## src/design/char_lcd_parallel_write_sequencer_core_defines.svh

```systemverilog
// Assertion macros shared by the sequencer RTL.
// Define ASSERT_OFF to compile every check away.
`ifndef CHAR_LCD_PARALLEL_WRITE_SEQUENCER_CORE_DEFINES_SVH
`define CHAR_LCD_PARALLEL_WRITE_SEQUENCER_CORE_DEFINES_SVH

`ifndef ASSERT_OFF
// Concurrent check on an explicit clock and active-low reset.
`define CLPWS_ASSERT_CLK(lbl, clk, rst_n, prop, msg) \
  lbl: assert property (@(posedge clk) disable iff (!rst_n) prop) else $error(msg);
// Concurrent check on the block's own clock and reset.
`define CLPWS_ASSERT(lbl, prop, msg) `CLPWS_ASSERT_CLK(lbl, clk_i, rst_ni, prop, msg)
`else
`define CLPWS_ASSERT_CLK(lbl, clk, rst_n, prop, msg)
`define CLPWS_ASSERT(lbl, prop, msg)
`endif

`endif

```

## src/design/clpws_pkg.sv

```systemverilog
package clpws_pkg;

  // Field widths of the stream words.
  localparam int unsigned ValueW   = 32;
  localparam int unsigned OpW      = 3;
  localparam int unsigned ByteW    = 8;
  localparam int unsigned HoldW    = 24;
  localparam int unsigned OutPadW  = 6;
  localparam int unsigned OutDataW = ByteW + 2 + HoldW + OutPadW;
  localparam int unsigned CfgIdxW  = 3;

  // Bit positions inside the output tdata.
  localparam int unsigned OutRsBit = ByteW;
  localparam int unsigned OutEnBit = ByteW + 1;

  localparam int unsigned NumberWidthDefault = 32;

  // Register reset values.
  localparam logic [HoldW-1:0] PulseWaitReset     = 24'd240;
  localparam logic [HoldW-1:0] SettleWaitReset    = 24'd1600;
  localparam logic [HoldW-1:0] ClearWaitReset     = 24'd64000;
  localparam logic [HoldW-1:0] PowerOnWaitReset   = 24'd600000;
  localparam logic [HoldW-1:0] FirstWakeWaitReset = 24'd200000;
  localparam logic [HoldW-1:0] LaterWakeWaitReset = 24'd6400;

  // LCD command bytes.
  localparam logic [ByteW-1:0] CmdWake    = 8'h30;
  localparam logic [ByteW-1:0] CmdFuncSet = 8'h38;
  localparam logic [ByteW-1:0] CmdCursor  = 8'h10;
  localparam logic [ByteW-1:0] CmdDisplay = 8'h0C;
  localparam logic [ByteW-1:0] CmdEntry   = 8'h06;
  localparam logic [ByteW-1:0] CmdClear   = 8'h01;
  localparam logic [ByteW-1:0] CmdHome    = 8'h02;
  localparam logic [ByteW-1:0] AsciiZero  = 8'h30;

  // Fixed write sequences: power-up at the start, clear-and-home at the end.
  localparam int unsigned SeqIdxW = 4;
  localparam logic [SeqIdxW-1:0] SeqInitIdx  = 4'd0;
  localparam logic [SeqIdxW-1:0] SeqClearIdx = 4'd8;

  typedef enum logic [OpW-1:0] {
    OP_INIT   = 3'd0,
    OP_CMD    = 3'd1,
    OP_CHAR   = 3'd2,
    OP_CLEAR  = 3'd3,
    OP_NUMBER = 3'd4
  } opcode_e;

  typedef enum logic [CfgIdxW-1:0] {
    CFG_PULSE  = 3'd0,
    CFG_SETTLE = 3'd1,
    CFG_CLEAR  = 3'd2,
    CFG_POWER  = 3'd3,
    CFG_FIRST  = 3'd4,
    CFG_LATER  = 3'd5
  } cfg_idx_e;

  typedef enum logic [2:0] {
    HOLD_NONE   = 3'd0,
    HOLD_PULSE  = 3'd1,
    HOLD_SETTLE = 3'd2,
    HOLD_CLEAR  = 3'd3,
    HOLD_POWER  = 3'd4,
    HOLD_FIRST  = 3'd5,
    HOLD_LATER  = 3'd6
  } hold_sel_e;

  typedef enum logic [1:0] {
    BSRC_VALUE = 2'd0,
    BSRC_SEQ   = 2'd1,
    BSRC_DIGIT = 2'd2
  } byte_src_e;

  // One entry of a fixed sequence: a byte write followed by an optional wait, or a wait alone.
  typedef struct packed {
    logic [ByteW-1:0] wr_byte;
    hold_sel_e        wait_sel;
    logic             wait_only;
    logic             last;
  } seq_entry_t;

  // Controller to datapath.
  typedef struct packed {
    logic             load_num;
    logic             conv_step;
    logic             digit_shift;
    logic             load_byte;
    byte_src_e        byte_src;
    logic [ByteW-1:0] seq_byte;
    logic             rs;
    logic             emit;
    logic             en;
    hold_sel_e        hold_sel;
    logic             last;
  } dp_cmd_t;

  // Datapath to controller.
  typedef struct packed {
    logic out_free;
    logic top_zero;
  } dp_sts_t;

  function automatic seq_entry_t seq_entry(logic [SeqIdxW-1:0] idx);
    seq_entry_t e;
    e = '{wr_byte: '0, wait_sel: HOLD_NONE, wait_only: 1'b0, last: 1'b0};
    unique case (idx)
      4'd0: e = '{wr_byte: '0, wait_sel: HOLD_POWER, wait_only: 1'b1, last: 1'b0};
      4'd1: e = '{wr_byte: CmdWake, wait_sel: HOLD_FIRST, wait_only: 1'b0, last: 1'b0};
      4'd2: e = '{wr_byte: CmdWake, wait_sel: HOLD_LATER, wait_only: 1'b0, last: 1'b0};
      4'd3: e = '{wr_byte: CmdWake, wait_sel: HOLD_LATER, wait_only: 1'b0, last: 1'b0};
      4'd4: e = '{wr_byte: CmdFuncSet, wait_sel: HOLD_NONE, wait_only: 1'b0, last: 1'b0};
      4'd5: e = '{wr_byte: CmdCursor, wait_sel: HOLD_NONE, wait_only: 1'b0, last: 1'b0};
      4'd6: e = '{wr_byte: CmdDisplay, wait_sel: HOLD_NONE, wait_only: 1'b0, last: 1'b0};
      4'd7: e = '{wr_byte: CmdEntry, wait_sel: HOLD_NONE, wait_only: 1'b0, last: 1'b1};
      4'd8: e = '{wr_byte: CmdClear, wait_sel: HOLD_CLEAR, wait_only: 1'b0, last: 1'b0};
      4'd9: e = '{wr_byte: CmdHome, wait_sel: HOLD_CLEAR, wait_only: 1'b0, last: 1'b1};
      default: e = '{wr_byte: '0, wait_sel: HOLD_NONE, wait_only: 1'b0, last: 1'b1};
    endcase
    return e;
  endfunction

endpackage

```

## src/design/clpws_dp.sv

```systemverilog
module clpws_dp #(
  parameter int unsigned NUMBER_WIDTH = clpws_pkg::NumberWidthDefault
) (
  input  logic                                clk_i,
  input  logic                                rst_ni,
  input  logic                                cfg_we_i,
  input  logic [clpws_pkg::CfgIdxW-1:0]       cfg_idx_i,
  input  logic [clpws_pkg::HoldW-1:0]         cfg_data_i,
  input  logic [clpws_pkg::ValueW-1:0]        s_data_i,
  input  clpws_pkg::dp_cmd_t                  cmd_i,
  output clpws_pkg::dp_sts_t                  sts_o,
  output logic                                m_valid_o,
  input  logic                                m_ready_i,
  output logic [clpws_pkg::OutDataW-1:0]      m_data_o,
  output logic                                m_last_o
);

  localparam int unsigned NumW    = (NUMBER_WIDTH < clpws_pkg::ValueW) ?
                                    NUMBER_WIDTH : clpws_pkg::ValueW;
  localparam int unsigned DigitsW = NumW * 30103 / 100000 + 1;
  localparam int unsigned BcdW    = 4 * DigitsW;

  logic [clpws_pkg::HoldW-1:0] pulse_q, settle_q, clear_q, power_q, first_q, later_q;
  logic [clpws_pkg::ByteW-1:0] bus_q, bus_d;
  logic                        rs_q;
  logic [NumW-1:0]             num_q, num_d;
  logic [BcdW-1:0]             bcd_q, bcd_d, bcd_adj;
  logic [3:0]                  top_digit;
  logic [clpws_pkg::HoldW-1:0] hold;
  logic                        out_valid_q;
  logic [clpws_pkg::OutDataW-1:0] out_data_q;
  logic                        out_last_q;

  // Timing registers; the user must write them only while the block is idle, the block does not enforce it.
  always_ff @(posedge clk_i or negedge rst_ni) begin
    if (!rst_ni) begin
      pulse_q  <= clpws_pkg::PulseWaitReset;
      settle_q <= clpws_pkg::SettleWaitReset;
      clear_q  <= clpws_pkg::ClearWaitReset;
      power_q  <= clpws_pkg::PowerOnWaitReset;
      first_q  <= clpws_pkg::FirstWakeWaitReset;
      later_q  <= clpws_pkg::LaterWakeWaitReset;
    end else if (cfg_we_i) begin
      unique case (clpws_pkg::cfg_idx_e'(cfg_idx_i))
        clpws_pkg::CFG_PULSE:  pulse_q  <= cfg_data_i;
        clpws_pkg::CFG_SETTLE: settle_q <= cfg_data_i;
        clpws_pkg::CFG_CLEAR:  clear_q  <= cfg_data_i;
        clpws_pkg::CFG_POWER:  power_q  <= cfg_data_i;
        clpws_pkg::CFG_FIRST:  first_q  <= cfg_data_i;
        clpws_pkg::CFG_LATER:  later_q  <= cfg_data_i;
        default: ;
      endcase
    end
  end

  // Double-dabble adjust: every BCD digit of five or more gets three added.
  always_comb begin
    for (int i = 0; i < DigitsW; i++) begin
      bcd_adj[4*i +: 4] = (bcd_q[4*i +: 4] >= 4'd5) ? bcd_q[4*i +: 4] + 4'd3
                                                     : bcd_q[4*i +: 4];
    end
  end

  assign top_digit = bcd_q[BcdW-1 -: 4];

  // Number conversion and digit shifting.
  always_comb begin
    num_d = num_q;
    bcd_d = bcd_q;
    if (cmd_i.load_num) begin
      num_d = s_data_i[NumW-1:0];
      bcd_d = '0;
    end else if (cmd_i.conv_step) begin
      num_d = {num_q[NumW-2:0], 1'b0};
      bcd_d = {bcd_adj[BcdW-2:0], num_q[NumW-1]};
    end else if (cmd_i.digit_shift) begin
      bcd_d = {bcd_q[BcdW-5:0], 4'd0};
    end
  end

  // Byte presented on the bus for the current write.
  always_comb begin
    bus_d = bus_q;
    if (cmd_i.load_byte) begin
      unique case (cmd_i.byte_src)
        clpws_pkg::BSRC_VALUE: bus_d = s_data_i[clpws_pkg::ByteW-1:0];
        clpws_pkg::BSRC_SEQ:   bus_d = cmd_i.seq_byte;
        clpws_pkg::BSRC_DIGIT: bus_d = clpws_pkg::AsciiZero + {4'd0, top_digit};
        default:               bus_d = cmd_i.seq_byte;
      endcase
    end
  end

  // Hold count of the phase being issued.
  always_comb begin
    unique case (cmd_i.hold_sel)
      clpws_pkg::HOLD_PULSE:  hold = pulse_q;
      clpws_pkg::HOLD_SETTLE: hold = settle_q;
      clpws_pkg::HOLD_CLEAR:  hold = clear_q;
      clpws_pkg::HOLD_POWER:  hold = power_q;
      clpws_pkg::HOLD_FIRST:  hold = first_q;
      clpws_pkg::HOLD_LATER:  hold = later_q;
      default:                hold = '0;
    endcase
  end

  // Working registers; these carry payload only.
  always_ff @(posedge clk_i) begin
    num_q <= num_d;
    bcd_q <= bcd_d;
    bus_q <= bus_d;
    if (cmd_i.load_byte) begin
      rs_q <= cmd_i.rs;
    end
  end

  // Output register: a phase word waits here until the sink takes it.
  always_ff @(posedge clk_i or negedge rst_ni) begin
    if (!rst_ni) begin
      out_valid_q <= 1'b0;
    end else if (cmd_i.emit) begin
      out_valid_q <= 1'b1;
    end else if (m_ready_i) begin
      out_valid_q <= 1'b0;
    end
  end

  always_ff @(posedge clk_i) begin
    if (cmd_i.emit) begin
      out_data_q <= {{clpws_pkg::OutPadW{1'b0}}, hold, cmd_i.en, rs_q, bus_q};
      out_last_q <= cmd_i.last;
    end
  end

  assign sts_o.out_free = !out_valid_q || m_ready_i;
  assign sts_o.top_zero = (top_digit == 4'd0);

  assign m_valid_o = out_valid_q;
  assign m_data_o  = out_data_q;
  assign m_last_o  = out_last_q;

endmodule

```

## src/design/clpws_ctrl.sv

```systemverilog
module clpws_ctrl #(
  parameter int unsigned NUMBER_WIDTH = clpws_pkg::NumberWidthDefault
) (
  input  logic                        clk_i,
  input  logic                        rst_ni,
  input  logic                        s_valid_i,
  input  logic [clpws_pkg::OpW-1:0]   s_opcode_i,
  output logic                        s_ready_o,
  input  clpws_pkg::dp_sts_t          sts_i,
  output clpws_pkg::dp_cmd_t          cmd_o
);

  localparam int unsigned NumW    = (NUMBER_WIDTH < clpws_pkg::ValueW) ?
                                    NUMBER_WIDTH : clpws_pkg::ValueW;
  localparam int unsigned DigitsW = NumW * 30103 / 100000 + 1;
  localparam int unsigned CntW    = $clog2(NumW);
  localparam int unsigned DigCntW = $clog2(DigitsW + 1);

  typedef enum logic [1:0] {
    S_IDLE  = 2'd0,
    S_CONV  = 2'd1,
    S_SKIP  = 2'd2,
    S_PHASE = 2'd3
  } state_e;

  typedef enum logic [1:0] {
    K_SINGLE = 2'd0,
    K_SEQ    = 2'd1,
    K_NUMBER = 2'd2
  } kind_e;

  typedef enum logic [1:0] {
    PH_SETUP  = 2'd0,
    PH_HIGH   = 2'd1,
    PH_SETTLE = 2'd2,
    PH_WAIT   = 2'd3
  } phase_e;

  state_e                         state_q, state_d;
  kind_e                          kind_q, kind_d;
  phase_e                         ph_q, ph_d;
  clpws_pkg::hold_sel_e           wait_q, wait_d;
  logic [clpws_pkg::SeqIdxW-1:0]  idx_q, idx_d, seq_ld_idx;
  logic [CntW-1:0]                cnt_q, cnt_d;
  logic [DigCntW-1:0]             dleft_q, dleft_d;
  clpws_pkg::seq_entry_t          entry_cur, entry_ld;
  logic                           seq_load, digit_load, write_end, more;

  assign s_ready_o = (state_q == S_IDLE);

  // Sequence table lookups: the current entry and the one to load next.
  always_comb begin
    if (state_q == S_IDLE) begin
      seq_ld_idx = (s_opcode_i == clpws_pkg::OP_CLEAR) ? clpws_pkg::SeqClearIdx
                                                       : clpws_pkg::SeqInitIdx;
    end else begin
      seq_ld_idx = idx_q + clpws_pkg::SeqIdxW'(1);
    end
    entry_cur = clpws_pkg::seq_entry(idx_q);
    entry_ld  = clpws_pkg::seq_entry(seq_ld_idx);
  end

  // Next-state and command logic.
  always_comb begin
    state_d    = state_q;
    kind_d     = kind_q;
    ph_d       = ph_q;
    wait_d     = wait_q;
    idx_d      = idx_q;
    cnt_d      = cnt_q;
    dleft_d    = dleft_q;
    cmd_o      = '0;
    seq_load   = 1'b0;
    digit_load = 1'b0;
    write_end  = 1'b0;
    more       = 1'b0;

    unique case (state_q)
      S_IDLE: begin
        if (s_valid_i) begin
          unique case (clpws_pkg::opcode_e'(s_opcode_i))
            clpws_pkg::OP_INIT, clpws_pkg::OP_CLEAR: begin
              seq_load = 1'b1;
            end
            clpws_pkg::OP_CMD, clpws_pkg::OP_CHAR: begin
              cmd_o.load_byte = 1'b1;
              cmd_o.byte_src  = clpws_pkg::BSRC_VALUE;
              cmd_o.rs        = (s_opcode_i == clpws_pkg::OP_CHAR);
              wait_d          = clpws_pkg::HOLD_NONE;
              ph_d            = PH_SETUP;
              kind_d          = K_SINGLE;
              state_d         = S_PHASE;
            end
            clpws_pkg::OP_NUMBER: begin
              cmd_o.load_num = 1'b1;
              cnt_d          = CntW'(NumW - 1);
              state_d        = S_CONV;
            end
            default: ;
          endcase
        end
      end

      // One binary bit into the BCD register per cycle.
      S_CONV: begin
        cmd_o.conv_step = 1'b1;
        if (cnt_q == '0) begin
          dleft_d = DigCntW'(DigitsW);
          state_d = S_SKIP;
        end else begin
          cnt_d = cnt_q - CntW'(1);
        end
      end

      // Drop leading zero digits, keeping at least one.
      S_SKIP: begin
        if (sts_i.top_zero && (dleft_q != DigCntW'(1))) begin
          cmd_o.digit_shift = 1'b1;
          dleft_d           = dleft_q - DigCntW'(1);
        end else begin
          digit_load = 1'b1;
        end
      end

      // Issue one pin phase per cycle while the output register has room.
      S_PHASE: begin
        if (sts_i.out_free) begin
          write_end = (ph_q == PH_WAIT) ||
                      ((ph_q == PH_SETTLE) && (wait_q == clpws_pkg::HOLD_NONE));
          unique case (kind_q)
            K_SEQ:    more = !entry_cur.last;
            K_NUMBER: more = (dleft_q != '0);
            default:  more = 1'b0;
          endcase
          cmd_o.emit = 1'b1;
          cmd_o.en   = (ph_q == PH_HIGH);
          cmd_o.last = write_end && !more;
          unique case (ph_q)
            PH_SETUP, PH_HIGH: cmd_o.hold_sel = clpws_pkg::HOLD_PULSE;
            PH_SETTLE:         cmd_o.hold_sel = clpws_pkg::HOLD_SETTLE;
            PH_WAIT:           cmd_o.hold_sel = wait_q;
            default:           cmd_o.hold_sel = clpws_pkg::HOLD_NONE;
          endcase
          if (!write_end) begin
            ph_d = phase_e'(ph_q + 2'd1);
          end else if (more) begin
            if (kind_q == K_SEQ) begin
              seq_load = 1'b1;
            end else begin
              digit_load = 1'b1;
            end
          end else begin
            state_d = S_IDLE;
          end
        end
      end

      default: state_d = S_IDLE;
    endcase

    // Start the next write of a fixed sequence.
    if (seq_load) begin
      cmd_o.load_byte = 1'b1;
      cmd_o.byte_src  = clpws_pkg::BSRC_SEQ;
      cmd_o.seq_byte  = entry_ld.wr_byte;
      cmd_o.rs        = 1'b0;
      wait_d          = entry_ld.wait_sel;
      ph_d            = entry_ld.wait_only ? PH_WAIT : PH_SETUP;
      idx_d           = seq_ld_idx;
      kind_d          = K_SEQ;
      state_d         = S_PHASE;
    end

    // Start the write of the next decimal digit.
    if (digit_load) begin
      cmd_o.load_byte   = 1'b1;
      cmd_o.byte_src    = clpws_pkg::BSRC_DIGIT;
      cmd_o.rs          = 1'b1;
      cmd_o.digit_shift = 1'b1;
      dleft_d           = dleft_q - DigCntW'(1);
      wait_d            = clpws_pkg::HOLD_NONE;
      ph_d              = PH_SETUP;
      kind_d            = K_NUMBER;
      state_d           = S_PHASE;
    end
  end

  always_ff @(posedge clk_i or negedge rst_ni) begin
    if (!rst_ni) begin
      state_q <= S_IDLE;
      kind_q  <= K_SINGLE;
      ph_q    <= PH_SETUP;
      wait_q  <= clpws_pkg::HOLD_NONE;
      idx_q   <= '0;
      cnt_q   <= '0;
      dleft_q <= '0;
    end else begin
      state_q <= state_d;
      kind_q  <= kind_d;
      ph_q    <= ph_d;
      wait_q  <= wait_d;
      idx_q   <= idx_d;
      cnt_q   <= cnt_d;
      dleft_q <= dleft_d;
    end
  end

endmodule

```

## src/design/char_lcd_parallel_write_sequencer_core.sv

```systemverilog
// Sequencer for an 8-bit character LCD bus. Each input word (tuser = request
// kind, tdata = value) expands into a stream of pin phases: every byte write
// is bus set with enable low, enable high, then enable low, and longer waits
// follow as separate phases that keep the pin levels. The controller issues
// one phase per clock while the sink keeps up, once the request is taken: the
// power-up sequence is 25 phases, clear-and-home 8, a single command or
// character 3. A decimal number (NUMBER_WIDTH bits, at most 32 used) first
// passes through the shift-and-add-three converter, then drops its leading
// zero digits and fetches the first digit, then takes 3 phases per digit.
// The next request is taken as soon as the final phase has entered the output
// register. Timing registers (hold counts in delay-loop units) must be written
// by the user on the cfg port only while idle; the block does not enforce it.
`include "char_lcd_parallel_write_sequencer_core_defines.svh"

module char_lcd_parallel_write_sequencer_core #(
  parameter int unsigned NUMBER_WIDTH = clpws_pkg::NumberWidthDefault
) (
  input  logic                             clk_i,
  input  logic                             rst_ni,
  // Request words.
  input  logic                             s_axis_tvalid_i,
  output logic                             s_axis_tready_o,
  input  logic [clpws_pkg::ValueW-1:0]     s_axis_tdata_i,  // value[31:0]
  input  logic [clpws_pkg::OpW-1:0]        s_axis_tuser_i,  // opcode[2:0]
  // Pin phase words.
  output logic                             m_axis_tvalid_o,
  input  logic                             m_axis_tready_i,
  // data_bus[7:0], register_select[8], enable_pin[9], hold_time[33:10], zero[39:34]
  output logic [clpws_pkg::OutDataW-1:0]   m_axis_tdata_o,
  output logic                             m_axis_tlast_o,  // last phase of request
  // Timing register writes.
  input  logic                             cfg_we_i,
  input  logic [clpws_pkg::CfgIdxW-1:0]    cfg_idx_i,
  input  logic [clpws_pkg::HoldW-1:0]      cfg_data_i
);

  clpws_pkg::dp_cmd_t cmd;
  clpws_pkg::dp_sts_t sts;

  clpws_ctrl #(
    .NUMBER_WIDTH(NUMBER_WIDTH)
  ) u_ctrl (
    .clk_i      (clk_i),
    .rst_ni     (rst_ni),
    .s_valid_i  (s_axis_tvalid_i),
    .s_opcode_i (s_axis_tuser_i),
    .s_ready_o  (s_axis_tready_o),
    .sts_i      (sts),
    .cmd_o      (cmd)
  );

  clpws_dp #(
    .NUMBER_WIDTH(NUMBER_WIDTH)
  ) u_dp (
    .clk_i      (clk_i),
    .rst_ni     (rst_ni),
    .cfg_we_i   (cfg_we_i),
    .cfg_idx_i  (cfg_idx_i),
    .cfg_data_i (cfg_data_i),
    .s_data_i   (s_axis_tdata_i),
    .cmd_i      (cmd),
    .sts_o      (sts),
    .m_valid_o  (m_axis_tvalid_o),
    .m_ready_i  (m_axis_tready_i),
    .m_data_o   (m_axis_tdata_o),
    .m_last_o   (m_axis_tlast_o)
  );

  // Short names for the terms used by the checks below.
  logic                        req_taken;
  logic                        out_en;
  logic [clpws_pkg::ByteW-1:0] out_bus;

  assign req_taken = s_axis_tvalid_i && s_axis_tready_o &&
                     (s_axis_tuser_i <= clpws_pkg::OP_NUMBER);
  assign out_en    = m_axis_tdata_o[clpws_pkg::OutEnBit];
  assign out_bus   = m_axis_tdata_o[clpws_pkg::ByteW-1:0];

  // A phase is only issued when the output register can take it.
  `CLPWS_ASSERT(a_emit_has_room, cmd.emit |-> sts.out_free, "phase issued while output full")

  // A taken request with a defined opcode keeps the block busy for at least the next cycle.
  `CLPWS_ASSERT(a_busy_after_req, req_taken |=> !s_axis_tready_o, "request taken, not busy")

  // Enable only rises with the byte already set up on the bus.
  `CLPWS_ASSERT(a_bus_setup, $rose(out_en) |-> (out_bus == $past(out_bus)), "new byte at enable")

  // A request never ends with enable high.
  `CLPWS_ASSERT(a_last_en_low, (m_axis_tvalid_o && m_axis_tlast_o) |-> !out_en, "last with enable")

endmodule
```

## config.mk

```make
export PLATFORM = sky130hd
export DESIGN_NAME = char_lcd_parallel_write_sequencer_core
export DESIGN_NICKNAME = d
export VERILOG_FILES = /design/src/design/clpws_pkg.sv /design/src/design/clpws_dp.sv /design/src/design/clpws_ctrl.sv /design/src/design/char_lcd_parallel_write_sequencer_core.sv
export VERILOG_INCLUDE_DIRS = /design/src /design/src/design
export SDC_FILE = /design/constraint.sdc
export NUM_CORES = 1
export LEC_CHECK = 0
export ABC_AREA = 1
export BUFFER_PORTS_ARGS = -buffer_cell sky130_fd_sc_hd__buf_4
export CORE_ASPECT_RATIO = 0.7
export CORE_MARGIN = 2
export CORE_UTILIZATION = 40
export CTS_CLUSTER_DIAMETER = 40
export CTS_CLUSTER_SIZE = 28
export DETAILED_ROUTE_END_ITERATION = 16
export SLEW_MARGIN = 30
export SYNTH_ARGS = -nofsm -noshare
export SYNTH_HDL_FRONTEND = slang
export SYNTH_SLANG_ARGS = --single-unit
```

## constraint.sdc

```tcl
create_clock -name clk_i -period 2.4 [get_ports clk_i]
set_input_delay 0.24 -clock clk_i [delete_from_list [all_inputs] [get_ports clk_i]]
set_output_delay 0.24 -clock clk_i [all_outputs]
set_load 0.02 [all_outputs]
```

==> results of run 1 <==
## through the flow
stage	instances	area, um^2
floorplan	1602	13600
global placement	2094	14900
detailed placement	2094	14900
CTS	2187	16400
global route	2192	16500
finish	2192	16500
## metal layers
layer	track usage	wire (um)	vias up
li1	-	-	5526
met2	0.323	15700	323
met1	0.292	17100	5294
met5	0	0	-
met3	0.0458	2460	47
met4	0.0546	624	0
## timing repair
action                                 4_1_cts  5_1_grt
setup endpoints to repair                    0       18
endpoints found under the hold margin       72        0
setup buffers                                0        4
hold buffers                                25        0
gates resized for setup                      0        3
## layout by cell type, fill, tap and decap left out, types with 36 or more instances in the layout
cell	n
nand2_1	419
o21ai_0	250
dfrtp_1	137
inv_1	133
buf_4	132
nand3_1	124
nor2_1	93
edfxtp_1	76
a21oi_1	68
dfxtp_1	40
clkbuf_16	39
ha_1	36
## power groups by stage
stage	clock network (mW)	logic [mW]	registers, mW
2_1_floorplan	0	4.96	7.76
3_3_place_gp	0	7.09	7.83
3_5_place_dp	0	7.25	7.84
4_1_cts	5.69	7.32	7.78
5_1_grt	5.90	8.44	7.97
6_report	5.57	7.36	7.79
## flip-flops by register name, summed over array words and instances, names as in the netlist, 3 cells and up
name and flops:
u_dp.first_q 24, u_dp.pulse_q 24, u_dp.power_q 24, u_dp.bus_q 8, u_dp.num_q 32, u_dp.clear_q 24, u_dp.later_q 24, u_ctrl.dleft_q 4
u_dp.settle_q 24, u_dp.m_data_o 34, u_ctrl.wait_q 3, u_dp.bcd_q 40, u_ctrl.cnt_q 5, u_ctrl.idx_q 4
## layout make-up
cell class	count	area, um^2	area share
clock buffers	42	997	0.0606
clock inverters	26	249	0.0151
repair buffers	168	1450	0.0883
multi-input cells	1096	5360	0.326
repair inverters	1	7.51	0.000456
well taps	435	544	0.0331
flip-flops and latches	283	7300	0.444
inverters	141	538	0.0327
## critical path, stage by stage (launching register included)
cell	delay, ns
dfrtp_1	0.41
ha_1	0.22
ha_1	0.19
a21oi_2	0.14
nand2_2	0.08
nand2_1	0.06
nand2_1	0.08
o21bai_2	0.20
nand2_4	0.08
buf_4	0.21
nor2_4	0.20
a21oi_1	0.11
## cell families after synthesis
| group | count (synthesis) | share of synthesized area |
|---|---|---|
| xor+xnor | 13 | 0.00841 |
| compound gates | 341 | 0.131 |
| fa+ha+maj | 36 | 0.0333 |
| other cells | 1 | 0.000277 |
| buf+inv | 223 | 0.0679 |
| flops | 283 | 0.539 |
| simple gates | 700 | 0.221 |
## path summary, 6_finish.rpt
check	startpoint	endpoint	depth (start not counted)
setup / recovery	u_ctrl.idx_q[0]	u_dp.bus_q[5]	11
hold / removal	s_axis_tdata_i[3]	u_dp.num_q[3]	3
setup reg to reg	u_ctrl.idx_q[0]	u_dp.bus_q[5]	11
hold reg to reg	u_dp.bus_q[0]	u_dp.m_data_o[0]	0
max in group asynchronous	rst_ni	u_dp.m_valid_o	3
min in group asynchronous	rst_ni	u_dp.clear_q[5]	2
==> impl_metrics.env, run 1 <==
export IMPL_outcome="completed"
export IMPL_tightest_slew_ns=0.635
export IMPL_antenna_found_initial=0
export IMPL_dp_hpwl_um=22200
export IMPL_synth_edf_count=76
export IMPL_reg2reg_slack_ns=0.13
export IMPL_critPathCaptureType="flop"
export IMPL_via_per_inst=5.10
export IMPL_power_frac_comb=0.355
export IMPL_cts_root_buf="clkbuf_16"
export IMPL_sequentialPowerShare=0.376
export IMPL_yosysMostFrequentCell="nand2_1"
export IMPL_ys_async_sr_fraction=0.590
export IMPL_start_util=0.405
export IMPL_drive_gt1_frac=0.161
export IMPL_maxSlewViolCount=0
export IMPL_p_int_mw=12.8
export IMPL_top_level_ports=110
export IMPL_port_buffers=103
export IMPL_tns_ns=0
export IMPL_wl_um=35900
export IMPL_cp_arrival_ns=2.52
export IMPL_ant_nets=0
export IMPL_die_y_um=158
export IMPL_htreeDepth=2
export IMPL_syn_inst=1597
export IMPL_yosysTopAreaCell="dfrtp_1"
export IMPL_overflow=0
export IMPL_ys_ff_latch=283
export IMPL_net_switching_power_mw=7.86
export IMPL_finalNetCount=1831
export IMPL_finalCritPeriodShare=0.944
export IMPL_ir_worst_vdd_mv=0.444
export IMPL_final_util=0.492
export IMPL_power_density_nw_per_um2=1260
export IMPL_cts_tree="done"
export IMPL_grt_pass1_wl_um=58100
export IMPL_path_class="reg -> reg"
export IMPL_fin_crit_ns=2.27
export IMPL_wl_per_cell_um=16.4
export IMPL_drt_drc_violations_left=0
export IMPL_syn_area_per_cell_um2=8.48
export IMPL_synth_area_leaders="dfrtp_1 (25%), edfxtp_1 (17%), nand2_1 (12%), o21ai_0 (9.2%), dfxtp_1 (5.9%)"
export IMPL_max_cap_violations=0
export IMPL_grt_max_degree=60
export IMPL_cts_buffers=37
export IMPL_dieArea_um2=35400
export IMPL_cts_sinks=283
export IMPL_ys_warn_count=0
export IMPL_final_setup_worst_slack_ns=0.134
export IMPL_post_place_ws_ns=0.128
export IMPL_whs_ns=0.0231
export IMPL_p_leak_nw=7.60
export IMPL_insertion_delay_ns=0.53
export IMPL_synthTopCellsByCount="nand2_1 (420), o21ai_0 (250), dfrtp_1 (137), inv_1 (134), nand3_1 (124)"
export IMPL_power_share_clock=0.269
export IMPL_die_w_um=224
export IMPL_switching_share=0.380
export IMPL_core_um2=33400
export IMPL_cp_start_kind="flop"
export IMPL_required_ns=2.65
export IMPL_num_fill_cells=3174
export IMPL_syn_to_final_growth_pct=21.5
export IMPL_grt_usage=0.207
export IMPL_slew_headroom=0.576
export IMPL_clockBufferDepth=3
export IMPL_grt_pass1_vias=10900
export IMPL_hold_viol=0
export IMPL_rsz0062_at_grt="true"
export IMPL_synthesis_area_um2=13500
export IMPL_setup_viol=0
export IMPL_row_count=56
export IMPL_ys_seq_area_frac=0.539
export IMPL_synth_top_area_frac=0.253
export IMPL_worstHoldPathType="in -> reg"
export IMPL_worstPathMaxFanout=16
export IMPL_max_clock_freq_mhz=441
export IMPL_total_power_mw=20.7
export IMPL_ys_dominant_reg_cell="dfrtp_1"
export IMPL_ys_types=40
export IMPL_vias=11200
export IMPL_diodes=0
export IMPL_fin_skew_ns=0.0226
export IMPL_dr_pass1_iters=5
export IMPL_drt_iter0_drc=865
export IMPL_gp_congestion=0.860
export IMPL_path_clk_slew_ns=0.06
(Power assumes the default switching activity.)
==> run 2: changes to the inputs <==
Settings changed: HOLD_SLACK_MARGIN set to 0.03.
==> run 2 against run 1 <==
Effect of this change: clock-buffer cell count stayed put; sequential share of layout area is 0.13 points lower; register-to-register slack hardly changed; combinational power hardly changed; largest power group unchanged; largest cell class unchanged; wire length is 0.21% lower; cell area is 0.30% higher; die area stayed put.
==> impl_metrics.env, run 2 (same netlist as run 1, synthesis figures left out) <==
export IMPL_outcome="completed"
export IMPL_vias=11200
export IMPL_largest_reg_flops=40
export IMPL_die_y_um=158
export IMPL_power_density_nw_per_um2=1250
export IMPL_dp_hpwl_um=22200
export IMPL_finalCritPeriodShare=0.940
export IMPL_fin_skew_ns=0.0198
export IMPL_place_area_um2=14900
export IMPL_r2r_cells=11
export IMPL_regMostFlops="u_dp.bcd_q"
export IMPL_antenna_found_initial=0
export IMPL_wl_per_cell_um=16.3
export IMPL_hold_depth=3
export IMPL_drt_iter0_drc=860
export IMPL_ir_worst_vdd_mv=0.445
export IMPL_tns_ns=0
export IMPL_ant_nets=0
export IMPL_num_fill_cells=3166
export IMPL_clockBufferDepth=3
export IMPL_worst_path_buf_inv=1
export IMPL_worstSetupPathDepth=11
export IMPL_worstPathMaxFanout=16
export IMPL_path_class="reg -> reg"
export IMPL_cp_arrival_ns=2.51
export IMPL_final_setup_worst_slack_ns=0.145
export IMPL_overflow=0
export IMPL_wl_um=35800
export IMPL_slew_headroom=0.579
export IMPL_syn_to_final_growth_pct=21.8
export IMPL_port_buffers=103
export IMPL_grt_usage=0.207
export IMPL_maxSlewViolCount=0
export IMPL_dp_cells=2094
export IMPL_worstHoldPathType="in -> reg"
export IMPL_grt_pass1_wl_um=58200
export IMPL_max_cap_violations=0
export IMPL_final_util=0.494
export IMPL_dieArea_um2=35400
export IMPL_drt_drc_violations_left=0
export IMPL_gp_congestion=0.860
export IMPL_rsz0062_at_grt="true"
export IMPL_dr_pass1_iters=5
export IMPL_diodes=0
export IMPL_cpPeakStageDelay_ns=0.41
export IMPL_start_util=0.405
export IMPL_final_design_area_no_fill_um2=16500
export IMPL_path_clk_slew_ns=0.06
export IMPL_total_power_mw=20.7
export IMPL_grt_max_degree=60
export IMPL_worstPathCellList="ha_1 > ha_1 > a21oi_2 > nand2_2 > nand2_1 > nand2_1 > o21bai_2 > nand2_4 > buf_4 > nor2_4 > a21oi_1"
export IMPL_post_place_ws_ns=0.128
export IMPL_cts_sinks=283
export IMPL_final_cell_mix="nand2_1 (419), o21ai_0 (250), dfrtp_1 (137), inv_1 (133), buf_4 (132)"
export IMPL_cts_buffers=37
export IMPL_cts_tree="done"
export IMPL_final_common_cell="nand2_1"
export IMPL_top_level_ports=110
export IMPL_critPathCaptureType="flop"
export IMPL_fin_crit_ns=2.25
export IMPL_hold_viol=0
export IMPL_tightest_slew_ns=0.630
export IMPL_crit_path_top_delay_cell="dfrtp_1"
export IMPL_htreeDepth=2
export IMPL_core_um2=33400
export IMPL_insertion_delay_ns=0.53
export IMPL_whs_ns=0.0462
export IMPL_crit_family="simple AND/OR/NAND/NOR gates"
export IMPL_instances_no_fill=2197
export IMPL_via_per_inst=5.10
export IMPL_drive_gt1_frac=0.160
export IMPL_p_leak_nw=7.63
export IMPL_setup_viol=0
export IMPL_max_clock_freq_mhz=443
export IMPL_finalNetCount=1836
export IMPL_grt_pass1_vias=10900
export IMPL_cp_start_kind="flop"
export IMPL_cts_root_buf="clkbuf_16"
export IMPL_row_count=56
export IMPL_die_w_um=224
export IMPL_required_ns=2.65
run 2: changes by cell type in the layout (fill, tap and decap cells not counted), sizes merged:
| cell | delta |
|---|---|
| dlygate4sd3 | +5 |
run 2: path summary, 6_finish.rpt:
path / from / end / slack (ns)
worst min-delay path: s_axis_tdata_i[0] / u_dp.bus_q[0] / 0.05
max in group asynchronous: rst_ni / u_dp.m_valid_o / 1.38
worst max-delay path: u_ctrl.idx_q[0] / u_dp.bus_q[5] / 0.15
worst max register to register: u_ctrl.idx_q[0] / u_dp.bus_q[5] / 0.15
min in group asynchronous: rst_ni / u_dp.settle_q[4] / 0.27
worst min register to register: u_dp.bus_q[0] / u_dp.m_data_o[0] / 0.43
run 2: routing by layer:
metal / GRT usage / vias up / part of all wire
li1: - / 5534 / -
met4: 0.0546 / 0 / 0.018
met2: 0.323 / 320 / 0.44
met5: 0 / - / 0
met1: 0.292 / 5301 / 0.48
met3: 0.0458 / 50 / 0.068
run 2: power breakdown:
part	switching, mW	leakage, nW	internal (mW)
Clock	2.21	0.601	3.36
Combinational	4.63	3.94	2.72
Sequential	1.00	3.09	6.78
run 2: final cells by class:
| type | instances | area (um^2) | area share |
|---|---|---|---|
| clock inverter | 26 | 249 | 0.0151 |
| tap | 435 | 544 | 0.0330 |
| timing repair inverter | 1 | 7.51 | 0.000455 |
| timing repair buffer | 173 | 1500 | 0.0911 |
| multi-input combinational | 1096 | 5360 | 0.325 |
| sequential | 283 | 7300 | 0.442 |
| inverter | 141 | 538 | 0.0326 |
| clock buffer | 42 | 997 | 0.0604 |
run 2: worst register-to-register path: stages, from the launching register on:
cell and delay (ns):
dfrtp_1 0.41, ha_1 0.22, ha_1 0.19, a21oi_2 0.14, nand2_2 0.08, nand2_1 0.06
nand2_1 0.08, o21bai_2 0.20, nand2_4 0.08, buf_4 0.20, nor2_4 0.21, a21oi_1 0.12
run 2: what timing repair did:
item | 4_1_cts | 5_1_grt
hold buffers | 30 | 0
endpoints found under the setup margin | 0 | 18
buffers inserted | 0 | 4
hold endpoints to repair | 79 | 0
gates resized for setup | 0 | 3
==> run 3: changes to the inputs <==
==> constraint.sdc (replaced) <==
create_clock -name clk_i -period 2.4 [get_ports clk_i]
set_input_delay 0.12 -clock clk_i [delete_from_list [all_inputs] [get_ports clk_i]]
set_output_delay 0.12 -clock clk_i [all_outputs]
set_load 0.02 [all_outputs]
==> run 3 against run 2 <==
Effect of this change: combinational power grew 0.5%; global-route usage grew 0.069 points; clock-buffer cell count grew 4; final cell count grew 1.2%; non-clock buffer count grew 29; flip-flop and latch count is the same; clock power is essentially flat; clock skew grew 0.016 ns; via count grew 0.86%.
==> impl_metrics.env, run 3 (same netlist as run 1, synthesis figures left out) <==
export IMPL_required_ns=2.65
export IMPL_finalCritPeriodShare=0.934
export IMPL_max_clock_freq_mhz=446
export IMPL_insertion_delay_ns=0.54
export IMPL_p_leak_nw=7.74
export IMPL_grt_usage=0.208
export IMPL_largest_reg_flops=40
export IMPL_power_density_nw_per_um2=1240
export IMPL_multi_input_area_um2=5360
export IMPL_cts_buffers=37
export IMPL_r2r_cells=11
export IMPL_reg2reg_to="u_dp.bus_q[5]"
export IMPL_grt_pass1_vias=10900
export IMPL_switching_share=0.378
export IMPL_tns_ns=0
export IMPL_die_y_um=158
export IMPL_diodes=0
export IMPL_power_frac_comb=0.357
export IMPL_die_w_um=224
export IMPL_slew_headroom=0.568
export IMPL_path_class="reg -> reg"
export IMPL_wl_per_cell_um=16.2
export IMPL_cp_start_kind="flop"
export IMPL_fin_skew_ns=0.0359
export IMPL_regMostFlops="u_dp.bcd_q"
export IMPL_via_per_inst=5.08
export IMPL_htreeDepth=2
export IMPL_ant_nets=0
export IMPL_cts_sinks=283
export IMPL_finalNetCount=1864
export IMPL_final_common_cell="nand2_1"
export IMPL_row_count=56
export IMPL_final_cell_mix="nand2_1 (419), o21ai_0 (250), dfrtp_1 (137), inv_1 (133), buf_4 (132)"
export IMPL_setup_viol=0
export IMPL_ir_worst_vdd_mv=0.583
export IMPL_worstPathMaxFanout=16
export IMPL_start_util=0.405
export IMPL_core_um2=33400
export IMPL_max_cap_violations=0
export IMPL_dp_hpwl_um=22700
export IMPL_fin_crit_ns=2.24
export IMPL_power_share_clock=0.267
export IMPL_num_fill_cells=3130
export IMPL_drive_gt1_frac=0.155
export IMPL_crit_start="u_ctrl.idx_q[0]"
export IMPL_reg2reg_slack_ns=0.16
export IMPL_hold_viol=0
export IMPL_critPathCaptureType="flop"
export IMPL_outcome="completed"
export IMPL_rsz0062_at_grt="false"
export IMPL_top_level_ports=110
export IMPL_seq_area_um2=7300
export IMPL_r2r_start="u_ctrl.idx_q[0]"
export IMPL_gp_congestion=0.864
export IMPL_drt_iter0_drc=970
export IMPL_dp_cells=2094
export IMPL_cts_tree="done"
export IMPL_p_int_mw=12.9
export IMPL_cts_root_buf="clkbuf_16"
export IMPL_grt_max_degree=66
export IMPL_net_switching_power_mw=7.83
export IMPL_maxSlewViolCount=0
export IMPL_instances_no_fill=2224
export IMPL_path_clk_slew_ns=0.05
export IMPL_cp_endpoint="u_dp.bus_q[5]"
export IMPL_tightest_slew_ns=0.648
export IMPL_clockBufferDepth=3
export IMPL_cp_arrival_ns=2.49
export IMPL_worstHoldPathType="in -> reg"
export IMPL_dr_pass1_iters=5
export IMPL_drt_drc_violations_left=0
export IMPL_grt_pass1_wl_um=58300
export IMPL_syn_to_final_growth_pct=23.7
export IMPL_wl_um=36100
export IMPL_dieArea_um2=35400
export IMPL_overflow=0
export IMPL_sequentialPowerShare=0.376
export IMPL_antenna_found_initial=0
export IMPL_vias=11300
export IMPL_port_buffers=103
-- run 3: cell count changes in the layout (fill, tap and decap cells not counted), moves of 2 or more --
cell and change:
clkbuf_16 -2, inv_4 -2, clkbuf_1 +5, clkinv_1 -2
clkinvlp_4 -4, dlygate4sd3_1 +29
-- run 3: metrics by stage --
stage	total power, mW	worst slack, ns	instance area (um^2)	hold slack (ns)	util
2_1_floorplan	12.7	0.0578	13600	-0.176	-
6_report	20.7	0.158	16800	0.0667	0.501
3_5_place_dp	15.1	0.155	14900	0.172	0.446
4_1_cts	20.9	0.139	16700	0.0429	0.500
3_3_place_gp	14.9	0.210	14900	0.174	0.446
5_1_grt	22.3	0.00491	16800	0.0632	0.501
-- run 3: worst max-delay path, cell delays in order (launching register included) --
cell and delay [ns]:
dfrtp_1 0.41, ha_1 0.21, ha_1 0.19, a21oi_2 0.14, nand2_2 0.08, nand2_1 0.06, nand2_1 0.08, o21bai_2 0.18
nand2_4 0.08, buf_4 0.21, nor2_4 0.22, a21oi_1 0.11
-- run 3: final cells by class --
type,instances,share of cell area
clock inverter,21,0.0146
timing repair buffer,202,0.107
multi-input combinational,1096,0.320
clock buffer,46,0.0585
inverter,141,0.0319
tap,435,0.0325
sequential,283,0.436
-- run 3: repair_timing --
item,CTS,global route
endpoints found under the hold margin,247,0
setup endpoints to repair,0,12
hold buffers,59,0
gates resized for setup,0,1
setup buffers,0,4
-- run 3: how the worst min path moves through the flow --
stage                           start         endpoint  slack, ns  cells after the start
detailed placement             rst_ni  u_dp.clear_q[5]       0.17                      1
floorplan                      rst_ni  u_ctrl.cnt_q[0]      -0.18                      0
global route        s_axis_tuser_i[0]        u_dp.rs_q       0.06                      4
global placement               rst_ni  u_dp.clear_q[5]       0.17                      1
CTS                 s_axis_tuser_i[0]        u_dp.rs_q       0.04                      4
finish              s_axis_tuser_i[0]        u_dp.rs_q       0.07                      4
-- run 3: per-layer routing --
layer	vias to the layer above	GRT usage	wire length, um
met4	0	0.0568	735
li1	5588	-	-
met2	321	0.319	15800
met1	5340	0.302	17400
met3	52	0.0384	2260
met5	-	0	0
-- run 3: power groups by stage --
| stage | clock network, mW | registers [mW] | logic, mW |
|---|---|---|---|
| floorplan | 0 | 7.76 | 4.96 |
| global placement | 0 | 7.83 | 7.09 |
| detailed placement | 0 | 7.84 | 7.30 |
| CTS | 5.67 | 7.78 | 7.41 |
| global route | 5.87 | 7.96 | 8.45 |
| finish | 5.54 | 7.79 | 7.39 |
